===== src/rtl/core/lps_pkg.sv =====
`default_nettype none

package lps_pkg;

   localparam int COORD_BITS = 12;
   localparam int DELTA_BITS = COORD_BITS + 1;

   typedef logic signed [COORD_BITS-1:0] coord_type;
   typedef logic [COORD_BITS-1:0]        mag_type;
   typedef logic signed [DELTA_BITS-1:0] delta_type;
   typedef logic [COORD_BITS:0]          acc_type;

   typedef enum logic {
      REQ_START   = 1'b0,
      REQ_ADVANCE = 1'b1
   } req_kind_type;

   typedef enum logic {
      ST_IDLE   = 1'b0,
      ST_ACTIVE = 1'b1
   } line_state_type;

   // controller -> datapath
   typedef struct packed {
      logic load;   // start word accepted: latch endpoints
      logic step;   // advance word accepted on an active line
      logic emit;   // capture a point into the output register
   } dp_cmd_type;

   // datapath -> controller
   typedef struct packed {
      logic start_last;   // incoming start word describes a zero-length line
      logic step_last;    // next advance reaches the end point
   } dp_stat_type;

endpackage

`default_nettype wire


===== src/rtl/core/lps_if.sv =====
`default_nettype none

interface lps_req_if;
   logic                 valid;
   logic                 ready;
   lps_pkg::req_kind_type req_type;
   lps_pkg::coord_type   begin_x;
   lps_pkg::coord_type   begin_y;
   lps_pkg::coord_type   end_x;
   lps_pkg::coord_type   end_y;

   modport source (output valid, req_type, begin_x, begin_y, end_x, end_y, input ready);
   modport sink (input valid, req_type, begin_x, begin_y, end_x, end_y, output ready);
   modport monitor (input valid, ready, req_type, begin_x, begin_y, end_x, end_y);
endinterface

interface lps_rsp_if;
   logic               valid;
   logic               ready;
   lps_pkg::coord_type point_x;
   lps_pkg::coord_type point_y;
   logic               last_point;

   modport source (output valid, point_x, point_y, last_point, input ready);
   modport sink (input valid, point_x, point_y, last_point, output ready);
   modport monitor (input valid, ready, point_x, point_y, last_point);
endinterface

`default_nettype wire


===== src/rtl/core/lps_axis.sv =====
`default_nettype none

// One coordinate axis. Tracks |delta|*t / length as quotient and remainder,
// adding |delta| each step; since |delta| <= length one subtract suffices.
module lps_axis (
   input  wire logic               clock,
   input  wire logic               load,
   input  wire logic               step,
   input  wire lps_pkg::coord_type begin_c,
   input  wire lps_pkg::coord_type end_c,
   input  wire lps_pkg::mag_type   length,
   output lps_pkg::mag_type        mag_new,
   output lps_pkg::coord_type      point_next
);

   lps_pkg::coord_type origin_ff, origin_in;
   lps_pkg::mag_type   mag_ff, mag_in;
   logic               neg_ff, neg_in;
   lps_pkg::mag_type   quo_ff, quo_in;
   lps_pkg::mag_type   rem_ff, rem_in;

   lps_pkg::delta_type delta;
   lps_pkg::delta_type delta_abs;
   lps_pkg::acc_type   sum;
   logic               wrap;
   lps_pkg::mag_type   quo_next;
   lps_pkg::mag_type   rem_next;
   lps_pkg::coord_type offset;

   always_comb begin
      delta     = {end_c[lps_pkg::COORD_BITS-1], end_c}
                - {begin_c[lps_pkg::COORD_BITS-1], begin_c};
      delta_abs = delta[lps_pkg::DELTA_BITS-1] ? -delta : delta;
      mag_new   = delta_abs[lps_pkg::COORD_BITS-1:0];
   end

   always_comb begin
      sum      = {1'b0, rem_ff} + {1'b0, mag_ff};
      wrap     = sum >= {1'b0, length};
      rem_next = wrap ? lps_pkg::mag_type'(sum - {1'b0, length})
                      : sum[lps_pkg::COORD_BITS-1:0];
      quo_next = quo_ff + {{(lps_pkg::COORD_BITS-1){1'b0}}, wrap};
      // truncation toward zero: negate the magnitude quotient
      offset     = neg_ff ? -quo_next : quo_next;
      point_next = origin_ff + offset;
   end

   always_comb begin
      origin_in = origin_ff;
      mag_in    = mag_ff;
      neg_in    = neg_ff;
      quo_in    = quo_ff;
      rem_in    = rem_ff;
      if (load) begin
         origin_in = begin_c;
         mag_in    = mag_new;
         neg_in    = delta[lps_pkg::DELTA_BITS-1];
         quo_in    = '0;
         rem_in    = '0;
      end else if (step) begin
         quo_in = quo_next;
         rem_in = rem_next;
      end
   end

   always_ff @(posedge clock) begin
      origin_ff <= origin_in;
      mag_ff    <= mag_in;
      neg_ff    <= neg_in;
      quo_ff    <= quo_in;
      rem_ff    <= rem_in;
   end

endmodule

`default_nettype wire


===== src/rtl/core/lps_datapath.sv =====
`default_nettype none

module lps_datapath (
   input  wire logic                clock,
   input  wire lps_pkg::dp_cmd_type cmd,
   input  wire lps_pkg::coord_type  begin_x,
   input  wire lps_pkg::coord_type  begin_y,
   input  wire lps_pkg::coord_type  end_x,
   input  wire lps_pkg::coord_type  end_y,
   output lps_pkg::dp_stat_type     stat,
   output lps_pkg::coord_type       point_x,
   output lps_pkg::coord_type       point_y,
   output logic                     last_point
);

   lps_pkg::mag_type   length_ff, length_in;
   lps_pkg::mag_type   step_ff, step_in;
   lps_pkg::coord_type point_x_ff, point_x_in;
   lps_pkg::coord_type point_y_ff, point_y_in;
   logic               last_ff, last_in;

   lps_pkg::mag_type   mag_x, mag_y;
   lps_pkg::coord_type next_x, next_y;
   lps_pkg::mag_type   length_new;
   lps_pkg::mag_type   step_next;

   lps_axis u_axis_x (
      .clock      (clock),
      .load       (cmd.load),
      .step       (cmd.step),
      .begin_c    (begin_x),
      .end_c      (end_x),
      .length     (length_ff),
      .mag_new    (mag_x),
      .point_next (next_x)
   );

   lps_axis u_axis_y (
      .clock      (clock),
      .load       (cmd.load),
      .step       (cmd.step),
      .begin_c    (begin_y),
      .end_c      (end_y),
      .length     (length_ff),
      .mag_new    (mag_y),
      .point_next (next_y)
   );

   always_comb begin
      length_new      = (mag_x > mag_y) ? mag_x : mag_y;
      step_next       = step_ff + {{(lps_pkg::COORD_BITS-1){1'b0}}, 1'b1};
      stat.start_last = length_new == '0;
      stat.step_last  = step_next == length_ff;
   end

   always_comb begin
      length_in  = length_ff;
      step_in    = step_ff;
      point_x_in = point_x_ff;
      point_y_in = point_y_ff;
      last_in    = last_ff;
      if (cmd.load) begin
         length_in = length_new;
         step_in   = '0;
      end else if (cmd.step) begin
         step_in = step_next;
      end
      if (cmd.emit) begin
         point_x_in = cmd.load ? begin_x : next_x;
         point_y_in = cmd.load ? begin_y : next_y;
         last_in    = cmd.load ? stat.start_last : stat.step_last;
      end
   end

   always_ff @(posedge clock) begin
      length_ff  <= length_in;
      step_ff    <= step_in;
      point_x_ff <= point_x_in;
      point_y_ff <= point_y_in;
      last_ff    <= last_in;
   end

   assign point_x    = point_x_ff;
   assign point_y    = point_y_ff;
   assign last_point = last_ff;

endmodule

`default_nettype wire


===== src/rtl/core/lps_ctrl.sv =====
`default_nettype none

module lps_ctrl (
   input  wire logic                  clock,
   input  wire logic                  reset,
   input  wire logic                  req_valid,
   input  wire lps_pkg::req_kind_type req_type,
   input  wire logic                  rsp_ready,
   input  wire lps_pkg::dp_stat_type  stat,
   output logic                       req_ready,
   output logic                       rsp_valid,
   output lps_pkg::dp_cmd_type        cmd
);

   lps_pkg::line_state_type state_ff, state_in;
   logic                    out_valid_ff, out_valid_in;
   logic                    accept;

   // outputs; nothing is taken while reset is held
   always_comb begin
      req_ready = !reset && (!out_valid_ff || rsp_ready);
      rsp_valid = out_valid_ff;
      accept    = req_valid && req_ready;
      cmd.load  = accept && (req_type == lps_pkg::REQ_START);
      cmd.step  = accept && (req_type == lps_pkg::REQ_ADVANCE)
                  && (state_ff == lps_pkg::ST_ACTIVE);
      cmd.emit  = cmd.load || cmd.step;
      out_valid_in = cmd.emit || (out_valid_ff && !rsp_ready);
   end

   // next state; a start abandons any line in progress
   always_comb begin
      state_in = state_ff;
      case (state_ff)
         lps_pkg::ST_IDLE: begin
            if (cmd.load && !stat.start_last)
               state_in = lps_pkg::ST_ACTIVE;
         end
         lps_pkg::ST_ACTIVE: begin
            if (cmd.load)
               state_in = stat.start_last ? lps_pkg::ST_IDLE : lps_pkg::ST_ACTIVE;
            else if (cmd.step && stat.step_last)
               state_in = lps_pkg::ST_IDLE;
         end
         default: state_in = lps_pkg::ST_IDLE;
      endcase
   end

   always_ff @(posedge clock) begin
      if (reset) begin
         state_ff     <= lps_pkg::ST_IDLE;
         out_valid_ff <= 1'b0;
      end else begin
         state_ff     <= state_in;
         out_valid_ff <= out_valid_in;
      end
   end

endmodule

`default_nettype wire


===== src/rtl/core/line_point_stepper_core.sv =====
// Line point stepper: emits the points of a straight line, at most one per word.
//
// req_chan (sink): req_type = start carries begin/end points and yields the
// begin point; req_type = advance yields the next point begin + delta*t/len,
// len = max(|dx|, |dy|), division truncating toward zero. An advance with no
// line in progress is taken and yields nothing. A start abandons any line.
// rsp_chan (source): point_x, point_y and last_point, set on the final point
// (and on the begin point of a zero-length line).
//
// Latency: a point appears on rsp_chan the cycle after its request word is
// taken. Throughput: one word per cycle unless stalled; each point costs one
// add and compare per axis in the quotient/remainder accumulators, no divider.
// The output register holds one word; while it is full and rsp_chan.ready is
// low, req_chan.ready is low, and no word is lost or repeated.
// Reset (synchronous, active high) empties the output register and leaves no
// line in progress; the block is ready as soon as reset is released.
`default_nettype none

module line_point_stepper_core (
   input  wire logic  clock,
   input  wire logic  reset,
   lps_req_if.sink    req_chan,
   lps_rsp_if.source  rsp_chan
);

   lps_pkg::dp_cmd_type  cmd;
   lps_pkg::dp_stat_type stat;

   lps_ctrl u_ctrl (
      .clock     (clock),
      .reset     (reset),
      .req_valid (req_chan.valid),
      .req_type  (req_chan.req_type),
      .rsp_ready (rsp_chan.ready),
      .stat      (stat),
      .req_ready (req_chan.ready),
      .rsp_valid (rsp_chan.valid),
      .cmd       (cmd)
   );

   lps_datapath u_datapath (
      .clock      (clock),
      .cmd        (cmd),
      .begin_x    (req_chan.begin_x),
      .begin_y    (req_chan.begin_y),
      .end_x      (req_chan.end_x),
      .end_y      (req_chan.end_y),
      .stat       (stat),
      .point_x    (rsp_chan.point_x),
      .point_y    (rsp_chan.point_y),
      .last_point (rsp_chan.last_point)
   );

endmodule

`default_nettype wire


===== src/flat_wrapper.sv =====
// flat-port wrapper written by rule: the top's interface ports become plain ports
module line_point_stepper_core_flat 
  (clock, reset, req_chan_valid, req_chan_req_type, req_chan_begin_x, req_chan_begin_y, req_chan_end_x, req_chan_end_y, req_chan_ready, rsp_chan_valid, rsp_chan_point_x, rsp_chan_point_y, rsp_chan_last_point, rsp_chan_ready);
  lps_req_if req_chan_i ();
  lps_rsp_if rsp_chan_i ();
  input  wire logic clock;
  input  wire logic reset;
  input wire logic [$bits(req_chan_i.valid)-1:0] req_chan_valid;
  input wire logic [$bits(req_chan_i.req_type)-1:0] req_chan_req_type;
  input wire logic [$bits(req_chan_i.begin_x)-1:0] req_chan_begin_x;
  input wire logic [$bits(req_chan_i.begin_y)-1:0] req_chan_begin_y;
  input wire logic [$bits(req_chan_i.end_x)-1:0] req_chan_end_x;
  input wire logic [$bits(req_chan_i.end_y)-1:0] req_chan_end_y;
  output wire logic [$bits(req_chan_i.ready)-1:0] req_chan_ready;
  output wire logic [$bits(rsp_chan_i.valid)-1:0] rsp_chan_valid;
  output wire logic [$bits(rsp_chan_i.point_x)-1:0] rsp_chan_point_x;
  output wire logic [$bits(rsp_chan_i.point_y)-1:0] rsp_chan_point_y;
  output wire logic [$bits(rsp_chan_i.last_point)-1:0] rsp_chan_last_point;
  input wire logic [$bits(rsp_chan_i.ready)-1:0] rsp_chan_ready;
  assign req_chan_i.valid = req_chan_valid;
  assign req_chan_i.req_type = req_chan_req_type;
  assign req_chan_i.begin_x = req_chan_begin_x;
  assign req_chan_i.begin_y = req_chan_begin_y;
  assign req_chan_i.end_x = req_chan_end_x;
  assign req_chan_i.end_y = req_chan_end_y;
  assign req_chan_ready = req_chan_i.ready;
  assign rsp_chan_valid = rsp_chan_i.valid;
  assign rsp_chan_point_x = rsp_chan_i.point_x;
  assign rsp_chan_point_y = rsp_chan_i.point_y;
  assign rsp_chan_last_point = rsp_chan_i.last_point;
  assign rsp_chan_i.ready = rsp_chan_ready;
  line_point_stepper_core u_core (.clock(clock), .reset(reset), .req_chan(req_chan_i), .rsp_chan(rsp_chan_i));
endmodule

===== config.mk =====
export PLATFORM = sky130hd
export DESIGN_NAME = line_point_stepper_core_flat
export DESIGN_NICKNAME = d
export VERILOG_FILES = /design/src/rtl/core/lps_pkg.sv /design/src/rtl/core/lps_if.sv /design/src/rtl/core/lps_axis.sv /design/src/rtl/core/lps_datapath.sv /design/src/rtl/core/lps_ctrl.sv /design/src/rtl/core/line_point_stepper_core.sv /design/src/flat_wrapper.sv
export SDC_FILE = /design/constraint.sdc
export NUM_CORES = 1
export LEC_CHECK = 0
export BUFFER_PORTS_ARGS = -buffer_cell sky130_fd_sc_hd__buf_2
export CAP_MARGIN = 20
export CORE_ASPECT_RATIO = 2
export CORE_MARGIN = 4
export CORE_UTILIZATION = 39
export DETAILED_ROUTE_END_ITERATION = 7
export HOLD_SLACK_MARGIN = 0.03
export PLACE_DENSITY_LB_ADDON = 0.12
export RECOVER_POWER = 25
export SYNTH_ARGS = -nofsm -noshare
export SYNTH_HDL_FRONTEND = slang
export SYNTH_SLANG_ARGS = --single-unit

===== constraint.sdc =====
create_clock -name clock -period 6.4 [get_ports clock]
set_input_delay 0.32 -clock clock [delete_from_list [all_inputs] [get_ports clock]]
set_output_delay 0.32 -clock clock [all_outputs]
set_load 0.02 [all_outputs]

Word-level counts from Yosys, hierarchy flattened --
Index checks and enable logic that the tools add are counted.
Word-level totals: register bits after elaboration 149, input port bits 53, logic and storage cells 69
Operators by class: add/subtract/negate cells 15, order comparisons 3, equal/unequal tests 1, mux-type cells 15, bitwise gates (word level) 2, reductions and logical operators 16
Operators by type and width (number):
- $mux W12 | 9
- $neg A12 Y12 | 4
- $add A12 B12 Y13 | 2
- $ge A13 B12 Y1 | 2
- $sub A12 B12 Y13 | 2
- $add A12 B1 Y12 | 2
- $add A12 B12 Y12 | 2
- $sub A12 B12 Y12 | 2
- $add A12 B1 Y12 const B | 1
- $eq A12 B12 Y1 | 1
- $gt A12 B12 Y1 | 1
- $logic_not A12 Y1 | 1
- $logic_and A1 B1 Y1 | 8
- $mux W1 | 5
- $logic_not A1 Y1 | 4
- $logic_or A1 B1 Y1 | 3
- $not A1 Y1 | 2
- $pmux W1 S2 | 1

Longest topological paths before layout --
Gate-level depths: netlist of the first run.
word-level depth 10, gate-level depth with buffers 36, mapped depth without buffers 35

By module --
From an unflattened synthesis of the first run, not the netlist that was laid out.
Second synthesis, totals: cell total of the unflattened synthesis 1326, area, all modules 12114.1 sq um
By module, submodules not included:
- lps_axis (u_core.u_datapath.u_axis_y) | instances 1, cells an instance 531, area an instance 4608.2 sq um, seq. area each 1231.2 sq um
- lps_axis (u_core.u_datapath.u_axis_x) | instances 1, cells an instance 529, area an instance 4598.2 sq um, seq. area each 1231.2 sq um
- lps_datapath | instances 1, cells an instance 251, area an instance 2792.7 sq um, seq. area each 1351.3 sq um
- lps_ctrl | instances 1, cells an instance 15, area an instance 115.1 sq um, seq. area each 40.0 sq um

Worst setup path before layout of the first run --
Ideal clock, no wire load.
path kind register -> register, start register u_core.u_datapath.u_axis_y.rem_ff[0], end register u_core.u_datapath.point_y_ff[9], in the netlist u_core.u_datapath.point_y[9], data pin, arrival 6.490 ns, data required time 6.052 ns, setup slack -0.438 ns, stages on the path, launching flop included 37, buffers on the path 1, period minus slack after synthesis 6.838 ns, path through dfxtp_1 > ha_1 > inv_1 > fa_1 > nor2b_1 > o21ai_0 > a21boi_0 > o21ai_0 > a21boi_0 > o21a_1 > nor2_1 > xnor2_1 > ha_1 > and2_1 > o21ai_0 > inv_1 > o41a_1 > a21oi_1 > buf_2 > inv_1 > ha_1 > ha_1 > inv_1 > ha_1 > nand2_1 > o21ai_0 > ha_1 > a21o_1 > a21oi_1 > o21bai_1 > a21oi_1 > nor2b_1 > o21a_1 > o31a_1 > or3_1 > a21oi_1 > a21oi_1
Between the ends: word-level cells in the longest chain between the ends 7
Ends and longest elaborated chain:
- start: declaration | RTL line lps_axis.sv:20 | lps_pkg::mag_type rem_ff, rem_in;
- start signal: assignment | RTL line lps_axis.sv:71 | rem_ff <= rem_in;
- $add A12 B12 Y13 (*) | RTL line lps_axis.sv:38 | sum = {1'b0, rem_ff} + {1'b0, mag_ff};
- $ge A13 B12 Y1 (*) | RTL line lps_axis.sv:39 | wrap = sum >= {1'b0, length};
- $add A12 B1 Y12 (*) | RTL line lps_axis.sv:42 | quo_next = quo_ff + {{(lps_pkg::COORD_BITS-1){1'b0}}, wrap};
- named net u_core.u_datapath.u_axis_y.quo_next[1] | RTL line lps_axis.sv:26 | lps_pkg::mag_type quo_next;
- $neg A12 Y12 | RTL line lps_axis.sv:44 | offset = neg_ff ? -quo_next : quo_next;
- $mux W12 (*) | RTL line lps_axis.sv:44
- $add A12 B12 Y12 (*) | RTL line lps_axis.sv:45 | point_next = origin_ff + offset;
- $mux W12 (*) | RTL line lps_datapath.sv:70 | point_y_in = cmd.load ? begin_y : next_y;
- end signal: assignment | RTL line lps_datapath.sv:79 | point_y_ff <= point_y_in;
- end: declaration | RTL line lps_datapath.sv:19 | lps_pkg::coord_type point_y_ff, point_y_in;
The timed path passes the listed nets; every way through them passes the cells marked *. A chain may end at the register's enable or synchronous reset.

Final worst setup path of the first run --
start register u_core.u_datapath.u_axis_y.mag_ff[1], end register u_core.u_datapath.point_y_ff[9], in the netlist u_core.u_datapath.point_y[9], data pin
Between the ends: word-level cells in the longest chain between the ends 7
Ends and longest elaborated chain:
- start: declaration | RTL line lps_axis.sv:17 | lps_pkg::mag_type mag_ff, mag_in;
- start signal: assignment | RTL line lps_axis.sv:68 | mag_ff <= mag_in;
- $add A12 B12 Y13 (*) | RTL line lps_axis.sv:38
- $ge A13 B12 Y1 (*) | RTL line lps_axis.sv:39
- $add A12 B1 Y12 (*) | RTL line lps_axis.sv:42
- named net u_core.u_datapath.u_axis_y.quo_next[1] | RTL line lps_axis.sv:26
- $neg A12 Y12 | RTL line lps_axis.sv:44
- $mux W12 (*) | RTL line lps_axis.sv:44
- $add A12 B12 Y12 (*) | RTL line lps_axis.sv:45
- $mux W12 (*) | RTL line lps_datapath.sv:70
Marked as above.

==> results of run 1 <==
## sequential cells by signal, indices dropped and copies added, names as in the netlist, 12 cells and up
signal                                count
u_core.u_datapath.u_axis_x.origin_ff     12
u_core.u_datapath.length_ff              12
u_core.u_datapath.u_axis_y.quo_ff        12
u_core.u_datapath.point_y                12
u_core.u_datapath.u_axis_x.quo_ff        12
u_core.u_datapath.u_axis_y.mag_ff        12
u_core.u_datapath.u_axis_y.origin_ff     12
u_core.u_datapath.u_axis_y.rem_ff        12
u_core.u_datapath.step_ff                12
u_core.u_datapath.point_x                12
u_core.u_datapath.u_axis_x.rem_ff        12
u_core.u_datapath.u_axis_x.mag_ff        12
## worst register-to-register path, delay by kind of cell, from the launching register on
kind                       cells  cell delay (ns)
AOI/OAI and AO/OA             18             2.82
adders and majority gates      6             1.44
DFF                            1             0.39
buffers and inverters          3             0.20
and+or+nand+nor                7             0.98
xor gates and xnor gates       1             0.22
## cell type report
| class | instances | area [um2] |
|---|---|---|
| clock inverter | 13 | 171 |
| fill | 2935 | 15400 |
| multi-input combinational | 1028 | 7690 |
| tap | 364 | 455 |
| clock buffer | 19 | 453 |
| inverter | 123 | 463 |
| sequential | 149 | 3860 |
| timing repair buffer | 184 | 1130 |
## where the power goes
part           internal [mW]  switching, mW
clock network          0.638          0.445
logic                   1.44           1.64
registers               1.18         0.0526
## layer usage
metal	share of wire	up-vias	GRT usage
met5	0	-	0
li1	-	5102	-
met4	0.043	0	0.0939
met2	0.57	149	0.410
met3	0.022	62	0.0302
met1	0.37	4840	0.215
## how the worst max path moves through the flow
stage,slack (ns),endpoint,from,depth (start not counted)
6_report,0.07,u_core.u_datapath.point_y[9],u_core.u_datapath.u_axis_y.mag_ff[1],35
5_1_grt,-0.29,u_core.u_datapath.point_y[11],u_core.u_datapath.u_axis_y.mag_ff[0],33
4_1_cts,0.0003,u_core.u_datapath.point_x[10],u_core.u_datapath.u_axis_x.mag_ff[1],31
3_5_place_dp,-0.17,u_core.u_datapath.point_y[11],u_core.u_datapath.u_axis_y.rem_ff[0],35
3_3_place_gp,-0.06,u_core.u_datapath.point_y[11],u_core.u_datapath.u_axis_y.rem_ff[0],35
2_1_floorplan,-0.05,u_core.u_datapath.point_y[9],u_core.u_datapath.u_axis_y.mag_ff[1],36
## through the flow
step	TNS (ns)	setup WS (ns)	util	std cells
after floorplan	-0.0607	-0.0499	-	1338
after global placement	-0.0943	-0.0646	0.443	1830
after detailed placement	-0.460	-0.170	0.443	1830
after CTS	0	0.000250	0.469	1874
after global routing	-0.799	-0.285	0.480	1880
final	0	0.0727	0.480	1880
## placed cells by master, fill, tap and decap left out, types with 6 or more instances in the layout
cell,n
clkinv_4,6
and3_1,14
xnor2_1,86
dfxtp_1,60
nor3_1,22
o21bai_1,12
o21ai_0,96
mux2i_1,22
o21ai_1,13
ha_4,10
nor4_1,7
o21a_1,11
a211o_1,6
a21o_1,24
nand4_1,17
a21oi_1,61
nand2b_1,7
xor2_1,50
nor2_1,97
nor2b_1,12
a31oi_1,7
ha_1,107
inv_1,117
buf_4,105
clkbuf_1,46
clkbuf_16,17
a211oi_1,8
a21oi_2,22
o211ai_1,7
o31ai_1,17
nand2_1,121
buf_2,33
o31a_1,7
edfxtp_1,87
nand3_1,34
or3_1,6
## timing repair
| action | CTS | global route |
|---|---|---|
| hold buffers | 0 | 0 |
| pin swaps | 6 | 45 |
| setup buffers | 12 | 6 |
| resized for setup | 14 | 81 |
| setup endpoints to repair | 6 | 13 |
## cells by family (layout without fill, tap and decap cells)
logic type / after synthesis / after routing
xor gates and xnor gates: 145 / 145
and+or+nand+nor: 374 / 374
adders and majority gates: 127 / 127
muxes: 28 / 28
AOI/OAI and AO/OA: 354 / 354
DFF: 149 / 149
buffers and inverters: 161 / 339
==> reports/qor.yml, run 1 <==
yosys:
  synth_xor_area_frac: 0.110
  synth.area.top_cells: "edfxtp_1 22%, ha_1 13%, dfxtp_1 11%"
  synth_top_area_cell: "edfxtp_1"
  syn-num-nets: 1518
  async_flop_share: 0
  synth_compound_area_frac: 0.193
  ys_warn_count: 0
  yosys.area.top_type_share: 0.223
  seq_area_frac_synth: 0.329
  ys_types: 76
  synth_cells: 1338
  yosysMostFrequentCell: "nand2_1"
  synth_top_flop_cell: "edfxtp_1"
  ys_seq_elements: 149
  syn_area_per_cell_um2: 8.76
  netlist_area_um2: 11700
  synthMuxAreaShare: 0.0245
  synthTopCellsByCount: "123 x nand2_1, 121 x inv_1, 119 x ha_1, 111 x o21ai_0, 101 x nor2_1"
  synthSimpleGateAreaFrac: 0.151
  synth_fa_ha_area_frac: 0.141
  synth_top_family_by_area: "compound AO/OA/AOI/OAI gates"
  synth_edf_count: 87
place:
  placed_area_um2: 13100
  dpl.hpwl_mm: 26.0
  numPortBuffers: 79
  place_congestion: 0.913
clock_tree:
  ctsRootBufferMaster: "clkbuf_16"
  cts.clk_slew.worst_paths_ns: 0.07
  cts_max_level: 4
  cts.sink_count: 149
  clk_latency_ns: 0.45
  cts_inserted_buffers: 17
  cts_tree: "yes"
  cts_buffer_depth: 2
pwr:
  leakage_nw: 6.12
  power_mw: 5.40
  cellPowerDensity_nw_per_um2: 380
  ir_drop_mv: 0.210
setup_path:
  critical_path_required_ns: 6.57
  rr_startpoint: "u_core.u_datapath.u_axis_y.mag_ff[1]"
  crit_fanout: 3
  start_kind: "register"
  r2r_slack_ns: 0.07
  cpMostUsedCell: "a21oi_2"
  arrival_ns: 6.50
  crit_slowest_cell: "edfxtp_1"
  reg2reg_depth: 35
  cp_top_family: "compound AO/OA/AOI/OAI gates"
  end_kind: "register"
  r2r_end: "u_core.u_datapath.point_y[9]"
  worstSetupPathType: "reg2reg"
  max_stage_delay_ns: 0.39
  crit_buf_inv: 3
floorplan:
  coreArea_um2: 29600
  dieArea_um2: 33100
  placementRows: 89
  fp.dieH_um: 253
  die_w_um: 131
  start_util: 0.396
  ios: 80
final_layout:
  fin_nets: 1683
  area_growth_syn_to_layout_pct: 21.3
  final_area_um2: 14200
  layout-drive-gt1-share: 0.183
  diodes: 0
timing:
  rsz0062_at_grt: "yes"
  finClkSkew_ns: 0.00909
  period_needed_ns: 6.33
  setup_viol: 0
  tightestPinTransition_ns: 0.836
  fmax_mhz: 158
  slew_viol_final: 0
  whs_ns: 0.0598
  max_slew_margin: 0.443
  hold_violations: 0
  min_period_over_period: 0.989
drt:
  via_per_inst: 5.40
  firstDrtPassIters: 4
  vias: 10200
  wl_per_cell_um: 18.0
  drc_errors: 0
  drt_iter0_markers: 427
  wirelength_mm: 33.8
  drtAntennaViolNets: 0
global_route:
  grt_pass1_vias: 10300
  grt_pass1_wl_mm: 53.7
  grt_max_degree: 66
  antenna_found_initial: 0
  overflow: 0
  track_usage: 0.211
worst_hold_path:
  min_from: "req_chan_begin_y[3]"
  hold_class: "in2reg"
  holdPathStages: 1
  holdPathEnd: "u_core.u_datapath.u_axis_y.origin_ff[3]"
outcome:
  status: "completed"
flow_run:
  max_cap_violations: 0
(Power assumes the default switching activity.)
==> inputs of run 2 (changes only) <==
CORE_UTILIZATION = 54   (was 39)
CTS_CLUSTER_SIZE = 25   (was not set)
==> run 2 against run 1 <==
  * The flow now finishes with violations (negative setup slack)
  * Clock power shrank 7%
  * Highest routed layer unchanged
  * Die area down 27%
  * Largest power group unchanged
  * Critical endpoint is now u_core.u_datapath.point_y[11]
  * Hold slack worse by 0.00064 ns
==> reports/qor.yml, run 2 (synthesized netlist as in run 1, its figures left out) <==
pwr:
  swShare: 0.408  # +0.0119
  seqPwrFrac: 0.234  # +0.005
  leakage_nw: 6.07  # -0.81%
  power_frac_clock: 0.190  # -0.011
  internal_power_mw: 3.13  # -4.2%
  p_sw_mw: 2.15  # +0.70%
  ir_drop_mv: 0.310  # +47%
  power_mw: 5.28  # -2.2%
  cellPowerDensity_nw_per_um2: 377  # -0.78%
  p_comb_frac: 0.576  # +0.006
timing:
  fmax_mhz: 156  # -1.6%
  setup_viol: 2  # +2
  tightestPinTransition_ns: 1.32  # +0.484 ns
  whs_ns: 0.0592  # -0.000643 ns
  setup_tns_ns: -0.0414  # -0.0414 ns
  rsz0062_at_grt: "yes"
  period_needed_ns: 6.43  # +0.102 ns
  max_slew_margin: 0.115  # -0.328
  finClkSkew_ns: 0.0126  # +0.00354 ns
  min_period_over_period: 1.00  # +0.0160
  hold_violations: 0  # unchanged
  worst_slack_ns: -0.0298  # -0.102 ns
  slew_viol_final: 0  # unchanged
final_layout:
  fin_nets: 1677  # -0.36%
  layout-drive-gt1-share: 0.178  # -0.00523
  ff_latch_area_um2: 3860  # unchanged
  layout.cells.non_filler: 1783  # -5.2%
  area_growth_syn_to_layout_pct: 19.5
  final_cell_mix: "121 x nand2_1, 117 x inv_1, 108 x ha_1"
  multiInputGateArea_um2: 7690  # about the same
  mostFrequentLayoutCell: "nand2_1"
  diodes: 0  # unchanged
  fill_cells: 1904  # -35%
clock_tree:
  cts_inserted_buffers: 17  # unchanged
  cts_tree: "yes"
  cts_max_level: 4  # unchanged
  clk_latency_ns: 0.45  # about the same
  ctsRootBufferMaster: "clkbuf_16"
  cts_buffer_depth: 2  # unchanged
  cts.sink_count: 149  # unchanged
  cts.clk_slew.worst_paths_ns: 0.07  # about the same
setup_path:
  cpMostUsedCell: "a21oi_2"
  start_kind: "register"
  crit_fanout: 5  # +2
  max_stage_delay_ns: 0.40  # about the same
  worstSetupPathType: "reg2reg"
  crit_buf_inv: 3  # unchanged
  critical_path_required_ns: 6.58  # about the same
  crit_slowest_cell: "edfxtp_1"
  cp_top_family: "compound AO/OA/AOI/OAI gates"
  end_kind: "register"
  arrival_ns: 6.61  # +0.11 ns
global_route:
  grtUsageMet1: 0.280  # +0.0651
  busiest_layer: "met2"
  overflow: 0  # unchanged
  grt_pass1_wl_mm: 52.2  # -2.9%
  grt_max_degree: 65  # -1.5%
  track_usage: 0.272  # +0.0610
  grt_pass1_vias: 10500  # +2.1%
  antenna_found_initial: 0  # unchanged
  grtUsageMet2: 0.508  # +0.0980
  grt_use_met3: 0.0386  # +0.00837
drt:
  drt_iter0_markers: 522  # +22%
  vias: 10300  # +1.1%
  drc_errors: 0  # unchanged
  wirelength_mm: 32.6  # -3.7%
  wl_per_cell_um: 18.3  # +1.5%
  via_per_inst: 5.76  # +6.6%
  firstDrtPassIters: 5  # +1
  drtAntennaViolNets: 0  # unchanged
outcome:
  failed_checks: "negative setup slack"
  status: "complete, but fails checks"
flow_run:
  max_cap_violations: 0  # unchanged
place:
  place_congestion: 0.904  # -1.0%
  numPortBuffers: 79  # unchanged
  dpl.hpwl_mm: 24.7  # -5.2%
  dp_slack_ns: -0.219  # -0.0494 ns
  dpl.cell_count: 1731  # -5.4%
floorplan:
  dieArea_um2: 24300  # -27%
  die_w_um: 112  # -14%
  coreArea_um2: 21500  # -27%
  fp.dieH_um: 216  # -15%
  ios: 80  # unchanged
  start_util: 0.545  # +0.150
  placementRows: 76  # -15%
worst_hold_path:
  hold_class: "in2reg"
-- run 2: cell count changes in the layout (fill, tap and decap cells not counted), sizes merged --
| cell | delta |
|---|---|
| buf | -9 |
| inv | +6 |
| clkbuf | +2 |
| clkinv | -3 |
| bufinv | -3 |
| clkinvlp | +1 |
-- run 2: path summary, 6_finish.rpt --
path | end | slack (ns) | startpoint | cells past startpoint
max | u_core.u_datapath.point_y[11] | -0.03 | u_core.u_datapath.u_axis_y.mag_ff[1] | 34
min | u_core.u_ctrl.rsp_valid | 0.06 | reset | 2
max reg2reg | u_core.u_datapath.point_y[11] | -0.03 | u_core.u_datapath.u_axis_y.mag_ff[1] | 34
min reg2reg | u_core.u_datapath.u_axis_x.rem_ff[11] | 0.47 | u_core.u_datapath.u_axis_x.rem_ff[11] | 2
-- run 2: final cells by class --
| cell class | instances | area share |
|---|---|---|
| inverters | 123 | 0.0331 |
| flip-flops and latches | 149 | 0.275 |
| clock inverters | 14 | 0.00965 |
| clock buffers | 18 | 0.0314 |
| multi-input cells | 1028 | 0.549 |
| well taps | 273 | 0.0244 |
| repair buffers | 178 | 0.0768 |
-- run 2: repair_timing --
item / in CTS / in global routing
setup endpoints to repair: 6 / 12
hold buffers: 0 / 0
gates resized for setup: 24 / 72
cloned: 0 / 0
pin swaps: 25 / 52
buffers inserted: 8 / 12
-- run 2: power by group through the flow --
stage | Clock (mW) | Combinational (mW) | Sequential [mW]
5_1_grt | 1.05 | 3.36 | 1.24
3_5_place_dp | 0 | 2.77 | 1.25
2_1_floorplan | 0 | 1.92 | 1.27
4_1_cts | 1.02 | 2.86 | 1.23
6_report | 1.00 | 3.04 | 1.24
3_3_place_gp | 0 | 2.73 | 1.25
-- run 2: metrics by stage --
step	utilization	cell area, um2
CTS	0.637	13700
global placement	0.602	12900
finish	0.652	14000
global route	0.652	14000
detailed placement	0.602	12900
floorplan	-	11800
-- run 2: per-layer routing --
metal | part of all wire | vias to the layer above
met5 | 0 | -
met4 | 0.064 | 0
met3 | 0.028 | 94
met2 | 0.54 | 226
met1 | 0.36 | 4841
li1 | - | 5101
